### src/rtl/vld_pkg.sv
// ----------------------------------------------------------------------------
// vld_pkg : shared types and constants for the vector length/direction block
// Widths derived from the coordinate width, Q16 tangent thresholds and the
// structs carried between the pipeline sections.
// ----------------------------------------------------------------------------
package vld_pkg;

  // Coordinate width of each input field
  localparam int COORD_W = 16;
  // Difference of two coordinates, signed
  localparam int DIFF_W  = COORD_W + 1;
  // Magnitude of a difference
  localparam int MAG_W   = COORD_W;
  // Square of a magnitude and sum of two squares
  localparam int SQ_W    = 2 * MAG_W;
  localparam int SUM_W   = SQ_W + 1;
  // Integer length (square root of the sum)
  localparam int LEN_W   = COORD_W + 1;
  // Remainder width in the digit-by-digit square root
  localparam int REM_W   = 2 * LEN_W;
  // Q16 tangent thresholds and their products with a magnitude
  localparam int FRAC_W  = 16;
  localparam int TAN_W   = 19;
  localparam int TAN_N   = 4;
  localparam int NUM_W   = MAG_W + FRAC_W;
  localparam int PROD_W  = TAN_W + MAG_W;

  // tan of 11.25, 33.75, 56.25 and 78.75 degrees, rounded, Q16
  localparam logic [TAN_N-1:0][TAN_W-1:0] TAN_Q16 = {
    19'd329472, 19'd98082, 19'd43790, 19'd13036
  };

  // Sector codes of the axis directions
  localparam logic [3:0] DIR_EAST  = 4'd0;
  localparam logic [3:0] DIR_NORTH = 4'd4;
  localparam logic [3:0] DIR_WEST  = 4'd8;
  localparam logic [3:0] DIR_SOUTH = 4'd12;
  localparam logic [3:0] DIR_HALF  = 4'd8;

  // Signs and zero flags of the two deltas
  typedef struct packed {
    logic dx_zero;
    logic dy_zero;
    logic dx_neg;
    logic dy_neg;
  } vld_quad_t;

  // Squares and threshold products, output of the front section
  typedef struct packed {
    logic [SQ_W-1:0]                sq_x;
    logic [SQ_W-1:0]                sq_y;
    logic [TAN_N-1:0][PROD_W-1:0]   prod;
    logic [MAG_W-1:0]               ay;
    vld_quad_t                      quad;
  } vld_prod_t;

  // Result fields that travel beside the square root
  typedef struct packed {
    logic [3:0] dir;
    logic       pt;
  } vld_side_t;

  // Sum of squares plus side fields, output of the combine stage
  typedef struct packed {
    logic [SUM_W-1:0] sum;
    vld_side_t        side;
  } vld_sum_t;

endpackage

### src/rtl/vector_length_and_direction_16_top.sv
// ----------------------------------------------------------------------------
// vector_length_and_direction_16_top : vector length and 16-sector direction
// Integer length of end minus start and its quantised direction code.
// ----------------------------------------------------------------------------
// Usage
//   Input channel in_valid/in_ready carries one item: start and end points,
//   16-bit two's complement. Output channel out_valid/out_ready carries one
//   result item per input item: floor of the Euclidean length, the sector
//   code (0 east, 4 north, 8 west, 12 south, 22.5 degree steps) and is_point
//   for a zero-length vector (length 0, direction 0).
//   The pipeline has 20 register stages: two front stages (deltas, then
//   multiplies), one combine stage (sum of squares, sector) and 17
//   square-root stages, one result bit each. Unless the receiver stalls,
//   an item may enter every cycle, so throughput is one item per cycle.
//   Every stage carries a valid bit and loads whenever it is empty or its
//   successor takes its item, so a stalled receiver holds the last result
//   while earlier stages keep filling; in_ready drops only once all 20
//   stages hold items. Results leave in input order.
//   Reset (rst_n low, synchronous) empties the pipeline; no result is
//   pending afterwards.
// ----------------------------------------------------------------------------
module vector_length_and_direction_16_top (
  input  logic                        clk,
  input  logic                        rst_n,
  input  logic                        in_valid,
  output logic                        in_ready,
  input  logic [vld_pkg::COORD_W-1:0] in_start_x,
  input  logic [vld_pkg::COORD_W-1:0] in_start_y,
  input  logic [vld_pkg::COORD_W-1:0] in_end_x,
  input  logic [vld_pkg::COORD_W-1:0] in_end_y,
  output logic                        out_valid,
  input  logic                        out_ready,
  output logic [vld_pkg::LEN_W-1:0]   out_length,
  output logic [3:0]                  out_direction,
  output logic                        out_is_point
);
  import vld_pkg::*;

  logic       prod_valid;
  logic       prod_ready;
  vld_prod_t  prod_data;
  logic       sum_valid;
  logic       sum_ready;
  vld_sum_t   sum_data;
  vld_side_t  side;

  // Deltas and multiplies
  vld_front u_front (
    .clk     (clk),
    .rst_n   (rst_n),
    .s_valid (in_valid),
    .s_ready (in_ready),
    .start_x (in_start_x),
    .start_y (in_start_y),
    .end_x   (in_end_x),
    .end_y   (in_end_y),
    .m_valid (prod_valid),
    .m_ready (prod_ready),
    .m_data  (prod_data)
  );

  // Sum of squares and sector code
  vld_combine u_combine (
    .clk     (clk),
    .rst_n   (rst_n),
    .s_valid (prod_valid),
    .s_ready (prod_ready),
    .s_data  (prod_data),
    .m_valid (sum_valid),
    .m_ready (sum_ready),
    .m_data  (sum_data)
  );

  // Square root, side fields alongside
  vld_sqrt u_sqrt (
    .clk     (clk),
    .rst_n   (rst_n),
    .s_valid (sum_valid),
    .s_ready (sum_ready),
    .s_data  (sum_data),
    .m_valid (out_valid),
    .m_ready (out_ready),
    .m_root  (out_length),
    .m_side  (side)
  );

  assign out_direction = side.dir;
  assign out_is_point  = side.pt;

  // A point has zero length and points east
  a_point_zero : assert property (@(posedge clk) disable iff (!rst_n)
    out_valid && out_is_point |-> (out_length == '0) && (out_direction == DIR_EAST))
    else $error("point item with non-zero length or direction");

  // Any other vector has a length of at least one
  a_len_nonzero : assert property (@(posedge clk) disable iff (!rst_n)
    out_valid && !out_is_point |-> (out_length != '0))
    else $error("non-point item with zero length");

  // Input back-pressure only with a full pipeline behind a stalled output
  a_ready_chain : assert property (@(posedge clk) disable iff (!rst_n)
    !in_ready |-> out_valid && !out_ready)
    else $error("input stalled while output side is free");

endmodule

### src/rtl/vld_front.sv
// ----------------------------------------------------------------------------
// vld_front : delta and multiply stages
// Stage 1 forms the deltas, their magnitudes and signs; stage 2 squares the
// magnitudes and multiplies |dx| by each tangent threshold.
// ----------------------------------------------------------------------------
module vld_front (
  input  logic                         clk,
  input  logic                         rst_n,
  input  logic                         s_valid,
  output logic                         s_ready,
  input  logic [vld_pkg::COORD_W-1:0]  start_x,
  input  logic [vld_pkg::COORD_W-1:0]  start_y,
  input  logic [vld_pkg::COORD_W-1:0]  end_x,
  input  logic [vld_pkg::COORD_W-1:0]  end_y,
  output logic                         m_valid,
  input  logic                         m_ready,
  output vld_pkg::vld_prod_t           m_data
);
  import vld_pkg::*;

  logic              v1_r;
  logic [MAG_W-1:0]  ax1_r;
  logic [MAG_W-1:0]  ay1_r;
  vld_quad_t         quad1_r;
  logic              v2_r;
  vld_prod_t         data2_r;

  logic              rdy1;
  logic              rdy2;
  logic [DIFF_W-1:0] dx;
  logic [DIFF_W-1:0] dy;
  logic [DIFF_W-1:0] dx_abs;
  logic [DIFF_W-1:0] dy_abs;
  vld_quad_t         quad_nxt;
  vld_prod_t         data2_nxt;

  // Stage ready: load when empty or when the next stage takes the item
  assign rdy2    = !v2_r || m_ready;
  assign rdy1    = !v1_r || rdy2;
  assign s_ready = rdy1;

  // Form the deltas with one guard bit and take their magnitudes
  always_comb begin
    dx = {end_x[COORD_W-1], end_x} - {start_x[COORD_W-1], start_x};
    dy = {end_y[COORD_W-1], end_y} - {start_y[COORD_W-1], start_y};
    dx_abs = dx[DIFF_W-1] ? (~dx + 1'b1) : dx;
    dy_abs = dy[DIFF_W-1] ? (~dy + 1'b1) : dy;
    quad_nxt.dx_zero = (dx == '0);
    quad_nxt.dy_zero = (dy == '0);
    quad_nxt.dx_neg  = dx[DIFF_W-1];
    quad_nxt.dy_neg  = dy[DIFF_W-1];
  end

  // Square the magnitudes and scale |dx| by each threshold
  always_comb begin
    data2_nxt.sq_x = SQ_W'(ax1_r) * SQ_W'(ax1_r);
    data2_nxt.sq_y = SQ_W'(ay1_r) * SQ_W'(ay1_r);
    for (int k = 0; k < TAN_N; k++) begin
      data2_nxt.prod[k] = PROD_W'(TAN_Q16[k]) * PROD_W'(ax1_r);
    end
    data2_nxt.ay   = ay1_r;
    data2_nxt.quad = quad1_r;
  end

  // Advance the valid bits
  always_ff @(posedge clk) begin
    if (!rst_n) begin
      v1_r <= 1'b0;
      v2_r <= 1'b0;
    end else begin
      if (rdy1) begin
        v1_r <= s_valid;
      end
      if (rdy2) begin
        v2_r <= v1_r;
      end
    end
  end

  // Load the payload registers with their items
  always_ff @(posedge clk) begin
    if (rdy1 && s_valid) begin
      ax1_r   <= dx_abs[MAG_W-1:0];
      ay1_r   <= dy_abs[MAG_W-1:0];
      quad1_r <= quad_nxt;
    end
    if (rdy2 && v1_r) begin
      data2_r <= data2_nxt;
    end
  end

  assign m_valid = v2_r;
  assign m_data  = data2_r;

endmodule

### src/rtl/vld_combine.sv
// ----------------------------------------------------------------------------
// vld_combine : sum of squares and sector decision
// Adds the two squares and resolves the 16-sector direction code from the
// threshold compares, the axis cases and the quadrant.
// ----------------------------------------------------------------------------
module vld_combine (
  input  logic                clk,
  input  logic                rst_n,
  input  logic                s_valid,
  output logic                s_ready,
  input  vld_pkg::vld_prod_t  s_data,
  output logic                m_valid,
  input  logic                m_ready,
  output vld_pkg::vld_sum_t   m_data
);
  import vld_pkg::*;

  logic            v_r;
  vld_sum_t        data_r;
  vld_sum_t        data_nxt;
  logic            rdy;
  logic [PROD_W-1:0] num;
  logic [2:0]      cnt_ge;
  logic [2:0]      cnt_le;
  logic [3:0]      sect;
  logic            same;

  assign rdy     = !v_r || m_ready;
  assign s_ready = rdy;

  // Count the thresholds on each side of the slope
  always_comb begin
    num    = PROD_W'({s_data.ay, {FRAC_W{1'b0}}});
    cnt_ge = '0;
    cnt_le = '0;
    for (int k = 0; k < TAN_N; k++) begin
      cnt_ge = cnt_ge + 3'(num >= s_data.prod[k]);
      cnt_le = cnt_le + 3'(num <= s_data.prod[k]);
    end
  end

  // Pick the sector from the axis cases and the quadrant
  always_comb begin
    same = (s_data.quad.dx_neg == s_data.quad.dy_neg);
    sect = DIR_EAST;
    data_nxt.side.pt = 1'b0;
    if (s_data.quad.dx_zero && s_data.quad.dy_zero) begin
      data_nxt.side.pt = 1'b1;
    end else if (s_data.quad.dx_zero) begin
      sect = s_data.quad.dy_neg ? DIR_SOUTH : DIR_NORTH;
    end else if (s_data.quad.dy_zero) begin
      sect = s_data.quad.dx_neg ? DIR_WEST : DIR_EAST;
    end else if (same) begin
      // quadrants I and III
      sect = 4'(cnt_ge) + (s_data.quad.dx_neg ? DIR_HALF : 4'd0);
    end else begin
      // quadrants II and IV, the latter wrapping past 15
      sect = DIR_NORTH + 4'(cnt_le) + (s_data.quad.dx_neg ? 4'd0 : DIR_HALF);
    end
    data_nxt.side.dir = sect;
    data_nxt.sum      = SUM_W'(s_data.sq_x) + SUM_W'(s_data.sq_y);
  end

  // Advance the valid bit
  always_ff @(posedge clk) begin
    if (!rst_n) begin
      v_r <= 1'b0;
    end else if (rdy) begin
      v_r <= s_valid;
    end
  end

  // Hold the item until the root section takes it
  always_ff @(posedge clk) begin
    if (rdy && s_valid) begin
      data_r <= data_nxt;
    end
  end

  assign m_valid = v_r;
  assign m_data  = data_r;

endmodule

### src/rtl/vld_sqrt.sv
// ----------------------------------------------------------------------------
// vld_sqrt : pipelined integer square root
// One result bit per stage, most significant first: each stage tries the bit
// against the running remainder and keeps it when the remainder allows.
// ----------------------------------------------------------------------------
module vld_sqrt (
  input  logic                       clk,
  input  logic                       rst_n,
  input  logic                       s_valid,
  output logic                       s_ready,
  input  vld_pkg::vld_sum_t          s_data,
  output logic                       m_valid,
  input  logic                       m_ready,
  output logic [vld_pkg::LEN_W-1:0]  m_root,
  output vld_pkg::vld_side_t         m_side
);
  import vld_pkg::*;

  logic              v_r    [LEN_W];
  logic [REM_W-1:0]  rem_r  [LEN_W];
  logic [LEN_W-1:0]  root_r [LEN_W];
  vld_side_t         side_r [LEN_W];
  logic              rdy    [LEN_W];

  assign s_ready = rdy[0];

  for (genvar k = 0; k < LEN_W; k++) begin : g_stage
    localparam int B = LEN_W - 1 - k;

    logic              v_in;
    logic [REM_W-1:0]  rem_in;
    logic [LEN_W-1:0]  root_in;
    vld_side_t         side_in;
    logic              rdy_out;
    logic [REM_W-1:0]  delta;
    logic              take;
    logic [REM_W-1:0]  rem_nxt;
    logic [LEN_W-1:0]  root_nxt;

    // Select the previous stage, or the section input for the first one
    if (k == 0) begin : g_first
      assign v_in    = s_valid;
      assign rem_in  = REM_W'(s_data.sum);
      assign root_in = '0;
      assign side_in = s_data.side;
    end else begin : g_next
      assign v_in    = v_r[k-1];
      assign rem_in  = rem_r[k-1];
      assign root_in = root_r[k-1];
      assign side_in = side_r[k-1];
    end

    if (k == LEN_W - 1) begin : g_last
      assign rdy_out = m_ready;
    end else begin : g_mid
      assign rdy_out = rdy[k+1];
    end

    assign rdy[k] = !v_r[k] || rdy_out;

    // Try this bit: (root + 2^B)^2 - root^2 = (2*root + 2^B) * 2^B
    always_comb begin
      delta    = ((REM_W'(root_in) << 1) | (REM_W'(1) << B)) << B;
      take     = (rem_in >= delta);
      rem_nxt  = take ? (rem_in - delta) : rem_in;
      root_nxt = root_in | (LEN_W'(take) << B);
    end

    // Advance the valid bit
    always_ff @(posedge clk) begin
      if (!rst_n) begin
        v_r[k] <= 1'b0;
      end else if (rdy[k]) begin
        v_r[k] <= v_in;
      end
    end

    // Load the partial root, remainder and side fields
    always_ff @(posedge clk) begin
      if (rdy[k] && v_in) begin
        rem_r[k]  <= rem_nxt;
        root_r[k] <= root_nxt;
        side_r[k] <= side_in;
      end
    end
  end

  assign m_valid = v_r[LEN_W-1];
  assign m_root  = root_r[LEN_W-1];
  assign m_side  = side_r[LEN_W-1];

endmodule

### config.mk
export PLATFORM = sky130hd
export DESIGN_NAME = vector_length_and_direction_16_top
export DESIGN_NICKNAME = d
export VERILOG_FILES = /design/src/rtl/vld_pkg.sv /design/src/rtl/vector_length_and_direction_16_top.sv /design/src/rtl/vld_front.sv /design/src/rtl/vld_combine.sv /design/src/rtl/vld_sqrt.sv
export SDC_FILE = /design/constraint.sdc
export NUM_CORES = 2
export LEC_CHECK = 0
export BUFFER_PORTS_ARGS = -buffer_cell sky130_fd_sc_hd__buf_2
export CORE_ASPECT_RATIO = 0.75
export CORE_MARGIN = 4
export CORE_UTILIZATION = 45
export CTS_BUF_LIST = sky130_fd_sc_hd__clkbuf_4 sky130_fd_sc_hd__clkbuf_8
export DETAILED_ROUTE_END_ITERATION = 7
export SLEW_MARGIN = 20
export SYNTH_ARGS = -nofsm -noshare
export SYNTH_HDL_FRONTEND = slang
export SYNTH_SLANG_ARGS = --single-unit
### constraint.sdc
create_clock -name clk -period 19.3 [get_ports clk]
set_clock_uncertainty 0.05 [all_clocks]
set_input_delay 2.895 -clock clk [delete_from_list [all_inputs] [get_ports clk]]
set_output_delay 2.895 -clock clk [all_outputs]
set_load 0.05 [all_outputs]
# Word level (Yosys, flattened, before mapping)
# Memory sizes are Yosys's and may differ from the RTL's.
# Cells that the tools add are included.
# Widths: inputs -> output; s select.
# totals
register_bits,279
mem_bits_rw,969
in_bits,68
output_inout_bits,24
elab_cells,317
memories,4
# classes
addsub,31
multipliers,6
magnitude_cmp,25
eq_ne,1
n_mux,129
n_bitwise,35
n_reduce_logical,63
# memory_table
memory,depth,word_bits,rd,rd_ports_with_merged_regs,write_ports,line,source
u_sqrt.rem_r,17,34,16,0,17,vld_sqrt.sv:20,logic [REM_W-1:0] rem_r [LEN_W];
u_sqrt.root_r,17,17,17,0,17,vld_sqrt.sv:21,logic [LEN_W-1:0] root_r [LEN_W];
u_sqrt.side_r,17,5,17,0,17,vld_sqrt.sv:22,vld_side_t side_r [LEN_W];
u_sqrt.v_r,17,1,17,0,17,vld_sqrt.sv:19,logic v_r [LEN_W];
# ops
op,n
$mux 34,17
$mux 1,104
$mul 16x16->32,2
$ge 32x35->1,1
$le 32x35->1,1
$ge 34x18->1,1
$ge 34x19->1,1
$ge 34x20->1,1
$ge 34x21->1,1
$ge 34x22->1,1
$ge 34x23->1,1
$ge 34x24->1,1
$ge 34x25->1,1
$ge 34x26->1,1
$ge 34x27->1,1
$ge 34x28->1,1
$ge 34x29->1,1
$ge 34x30->1,1
$ge 34x31->1,1
$ge 34x32->1,1
$ge 34x33->1,1
$logic_not 17->1,2
$sub 16x16->17,2
$sub 33x33->34 const B,1
58 further kinds,144

# Longest topological paths before layout
# An unclocked memory read counts as a cell.
# logic_depth
ltp_word,23
ltp_mapped,25
depth_no_buf,24

# By module
# Synthesis repeated with hierarchy kept, for this count alone.
# unflattened
hier_cells,7025
hier_area_um2,79246.0
# modules_own_cells
mod,n_inst,cells_per_inst,area_per_inst_um2,seq_area_each_um2
vld_front,1,3788,38313.0,6916.6
vld_sqrt,1,2666,35945.7,23983.0
vld_combine,1,571,4987.3,1161.1

# Worst setup path after synthesis
# Ideal clock, no wire load.
# synth_path
path_type,input port to flip-flop
startpoint,input port out_ready
endpoint,"register u_front.data2_r, in the netlist u_front.m_data[0] (enable)"
setup_ps,1041
arrival_ps,18053
required_time_ps,18209
slack_ps,156
stages,9
path_buffers,1
path_cell_list,nor2b_1 > and3_1 > and3_1 > nand2_1 > nor3_1 > and4_1 > and3_1 > clkbuf_1 > a21boi_0
# synth_via
elab_chain_len,20
# synth_lines
element,line,source
from (decl),vector_length_and_direction_16_top.sv:32,"input logic out_ready,"
$logic_or 1x1->1 (17 in series),vld_sqrt.sv:59,assign rdy[k] = !v_r[k] || rdy_out;
$logic_or 1x1->1,vld_combine.sv:28,assign rdy = !v_r || m_ready;
$logic_or 1x1->1,vld_front.sv:38,assign rdy2 = !v2_r || m_ready;
$logic_and 1x1->1,vld_front.sv:87,if (rdy2 && v1_r) begin
to (signal assigned),vld_front.sv:88,data2_r <= data2_nxt;
to (decl),vld_front.sv:26,vld_prod_t data2_r;
# No other way between the ends.
# A chain may end at the register's enable or synchronous reset.

# Worst setup path in the final report
# layout_path
startpoint,input port out_ready
endpoint,output port in_ready
# layout_via
elab_chain_len,20
# layout_lines
element,line,source
$logic_or 1x1->1 (17 in series),vld_sqrt.sv:59,
$logic_or 1x1->1,vld_combine.sv:28,
$logic_or 1x1->1,vld_front.sv:38,
$logic_or 1x1->1,vld_front.sv:39,assign rdy1 = !v1_r || rdy2;
to (decl),vector_length_and_direction_16_top.sv:26,"output logic in_ready,"
# No other way between the ends.

==> results.cfg <==
[run_status]
status = complete, no violations

[place]
place_inst = 9087
hpwlAfterDp_um = 138900
dp_slack_ps = 9951
io_buffers = 91
finalWeightedCongestion = 0.9068

[synth]
synth_cells = 6766
synth_warnings = 0
synthMostInstantiatedCell = inv_1
syn_area_um2 = 77270
yosys-top-cells-area = edfxtp_1 41%, fa_1 15%, ha_1 14%
synth.distinct_cells = 81
yosys-top-cells-count = 1,218 x inv_1, 1,065 x edfxtp_1, 871 x ha_1, 570 x fa_1, 408 x nand2_1
async_flop_share_pct = 0
ys.flop_type = edfxtp_1
ys_ff_latch = 1069
seq_area_frac_synth_pct = 41.49
synth_largest_area_cell = edfxtp_1
synth_top_cell_area_share_pct = 41.39
synth_area_per_cell_um2 = 11.42
synth_edf_count = 1065

[critical_path]
worst_path_largest_cell_delay_ps = 620
worstPathRequired_ps = 16360
slowest_stage = nor3_1
start_kind = input pin
crit_top_cell = and3_1
worst-endpoint-arrival_ps = 6380
cp_max_fo = 6
crit_type = input pin to primary output
end_kind = primary output
path_cells = buf_2 -> nor2b_1 -> and3_1 -> and3_1 -> nand2_1 -> nor3_1 -> and4_1 -> and3_1 -> nand3_1 -> buf_2

[cells_and_area]
drive_gt1_share_pct = 6.882
fill_cells = 15226
final_util_pct = 49.57
area_delta_synth_final_pct = 9.241
finalNonFillerCells = 9415
nets = 8515

[clock_network]
clock_latency_ps = 890
clockBufferDepth = 3
htree_levels = 4
postCtsHoldBufs = 0
cts_root_buffer = clkbuf_8
clock-sinks = 1069
cts_tree = done
clk_pin_slew_worst_paths_ps = 60
cts_setup_buffers = 0
ctsResizeCount = 0
cts_buffers = 173

[route]
routedWlPerCell_um = 18.73
wl_um = 176300
drtIter0Drc = 3221
ant_nets = 0
drc_errors = 0
drt-vias-per-instance = 5.211
num_vias = 49064
firstDrtPassIters = 5

[sta]
period_minus_slack_ps = 9320
slew_headroom_pct = 21.64
setup_tns_ps = 0
period_share_pct = 48.29
tightest_slew_ps = 1168
slew_viol_final = 0
timing.fmax_ghz = 0.1073
rsz0062_at_grt = no
setup_viol_count_final = 0
hold_viol = 0
timing.final.ws_setup_ps = 9980

[die]
dieArea_um2 = 178500
die_w_um = 486.5
chipHeight_um = 366.9
coreArea_um2 = 170300
rows = 131
initial_core_util_pct = 45.37
ioPinCount = 92

[global_route]
grt_overflow = 0
grt_util_all_layers_pct = 19.86
antenna_found_initial = 4
grt_max_degree = 194
grt_pass1_vias = 49423
grt_pass1_wl_um = 277000

[min_path]
hp-class = flop to flop

[flow_run]
drv_cap = 0
-- critical path, delay by kind of cell --
family	cells	cell delay, ps
and+or+nand+nor	8	2990
buffers and inverters	2	470
-- layout by cell type, fill, tap and decap left out, types with 80 or more instances in the layout --
master,n
a21o_1,135
a21oi_1,232
buf_2,91
clkbuf_8,176
edfxtp_1,1065
fa_1,570
ha_1,871
inv_1,1218
nand2_1,408
nand3_1,87
nor2_1,305
nor3_1,133
nor4_1,83
o21a_1,80
o21ai_0,250
xnor2_1,288
xor2_1,148
-- layer usage --
metal	share of wire (%)	global-route usage (%)	wire (um)	up-vias
met2	42	29.25	74380	1185
li1	-	-	-	23775
met1	48	29.00	83760	23859
met3	7.7	5.022	13530	243
met5	0.0074	0	13	-
met4	2.6	5.713	4656	2
-- state kept, by name, summed over array words and instances (netlist names), 4 cells and up --
name               count
u_sqrt.rem_r         544
u_front.m_data       193
u_sqrt.root_r        153
u_sqrt.side_r         85
u_combine.m_data      38
u_sqrt.v_r            17
u_front.ax1_r         16
u_front.ay1_r         16
u_front.data2_nxt      4
-- cells by family after synthesis --
| group | synth area share, % |
|---|---|
| AND/OR/NAND/NOR | 9.929 |
| adder cells (fa/ha/maj) | 28.87 |
| buffers and inverters | 6.347 |
| flip-flops | 41.49 |
| AO/OA/AOI/OAI | 8.133 |
| XOR/XNOR | 4.942 |
| multiplexers | 0.2834 |
| other | 0.004853 |
-- through the flow --
stage               area, um2  hold slack, ps
global route            84410           358.3
CTS                     84290           346.0
detailed placement      80740           354.5
floorplan               77280           350.3
global placement        80730           351.7
finish                  84410           349.1
-- area by class of cell --
type	count	area [um2]	share of cell area, %
timing repair buffer	140	900.9	1.067
antenna	5	12.51	0.01482
inverter	1224	4597	5.446
tap	2261	2829	3.351
clock buffer	226	2798	3.314
clock inverter	92	752.0	0.8908
sequential	1069	32060	37.98
multi-input combinational	4398	40460	47.94
-- worst paths after layout --
check                      startpoint                  end  slack (ps)  cells after the start
hold / removal    u_combine.m_data[2]  u_sqrt.side_r[0][2]         350                      0
hold reg to reg   u_combine.m_data[2]  u_sqrt.side_r[0][2]         350                      0
setup / recovery            out_ready             in_ready        9980                     10
setup reg to reg     u_front.ax1_r[0]  u_front.m_data[223]       11330                     23
Power is not shown: default switching activity piles up to over one toggle a cycle in this logic, so the estimate is an artifact.
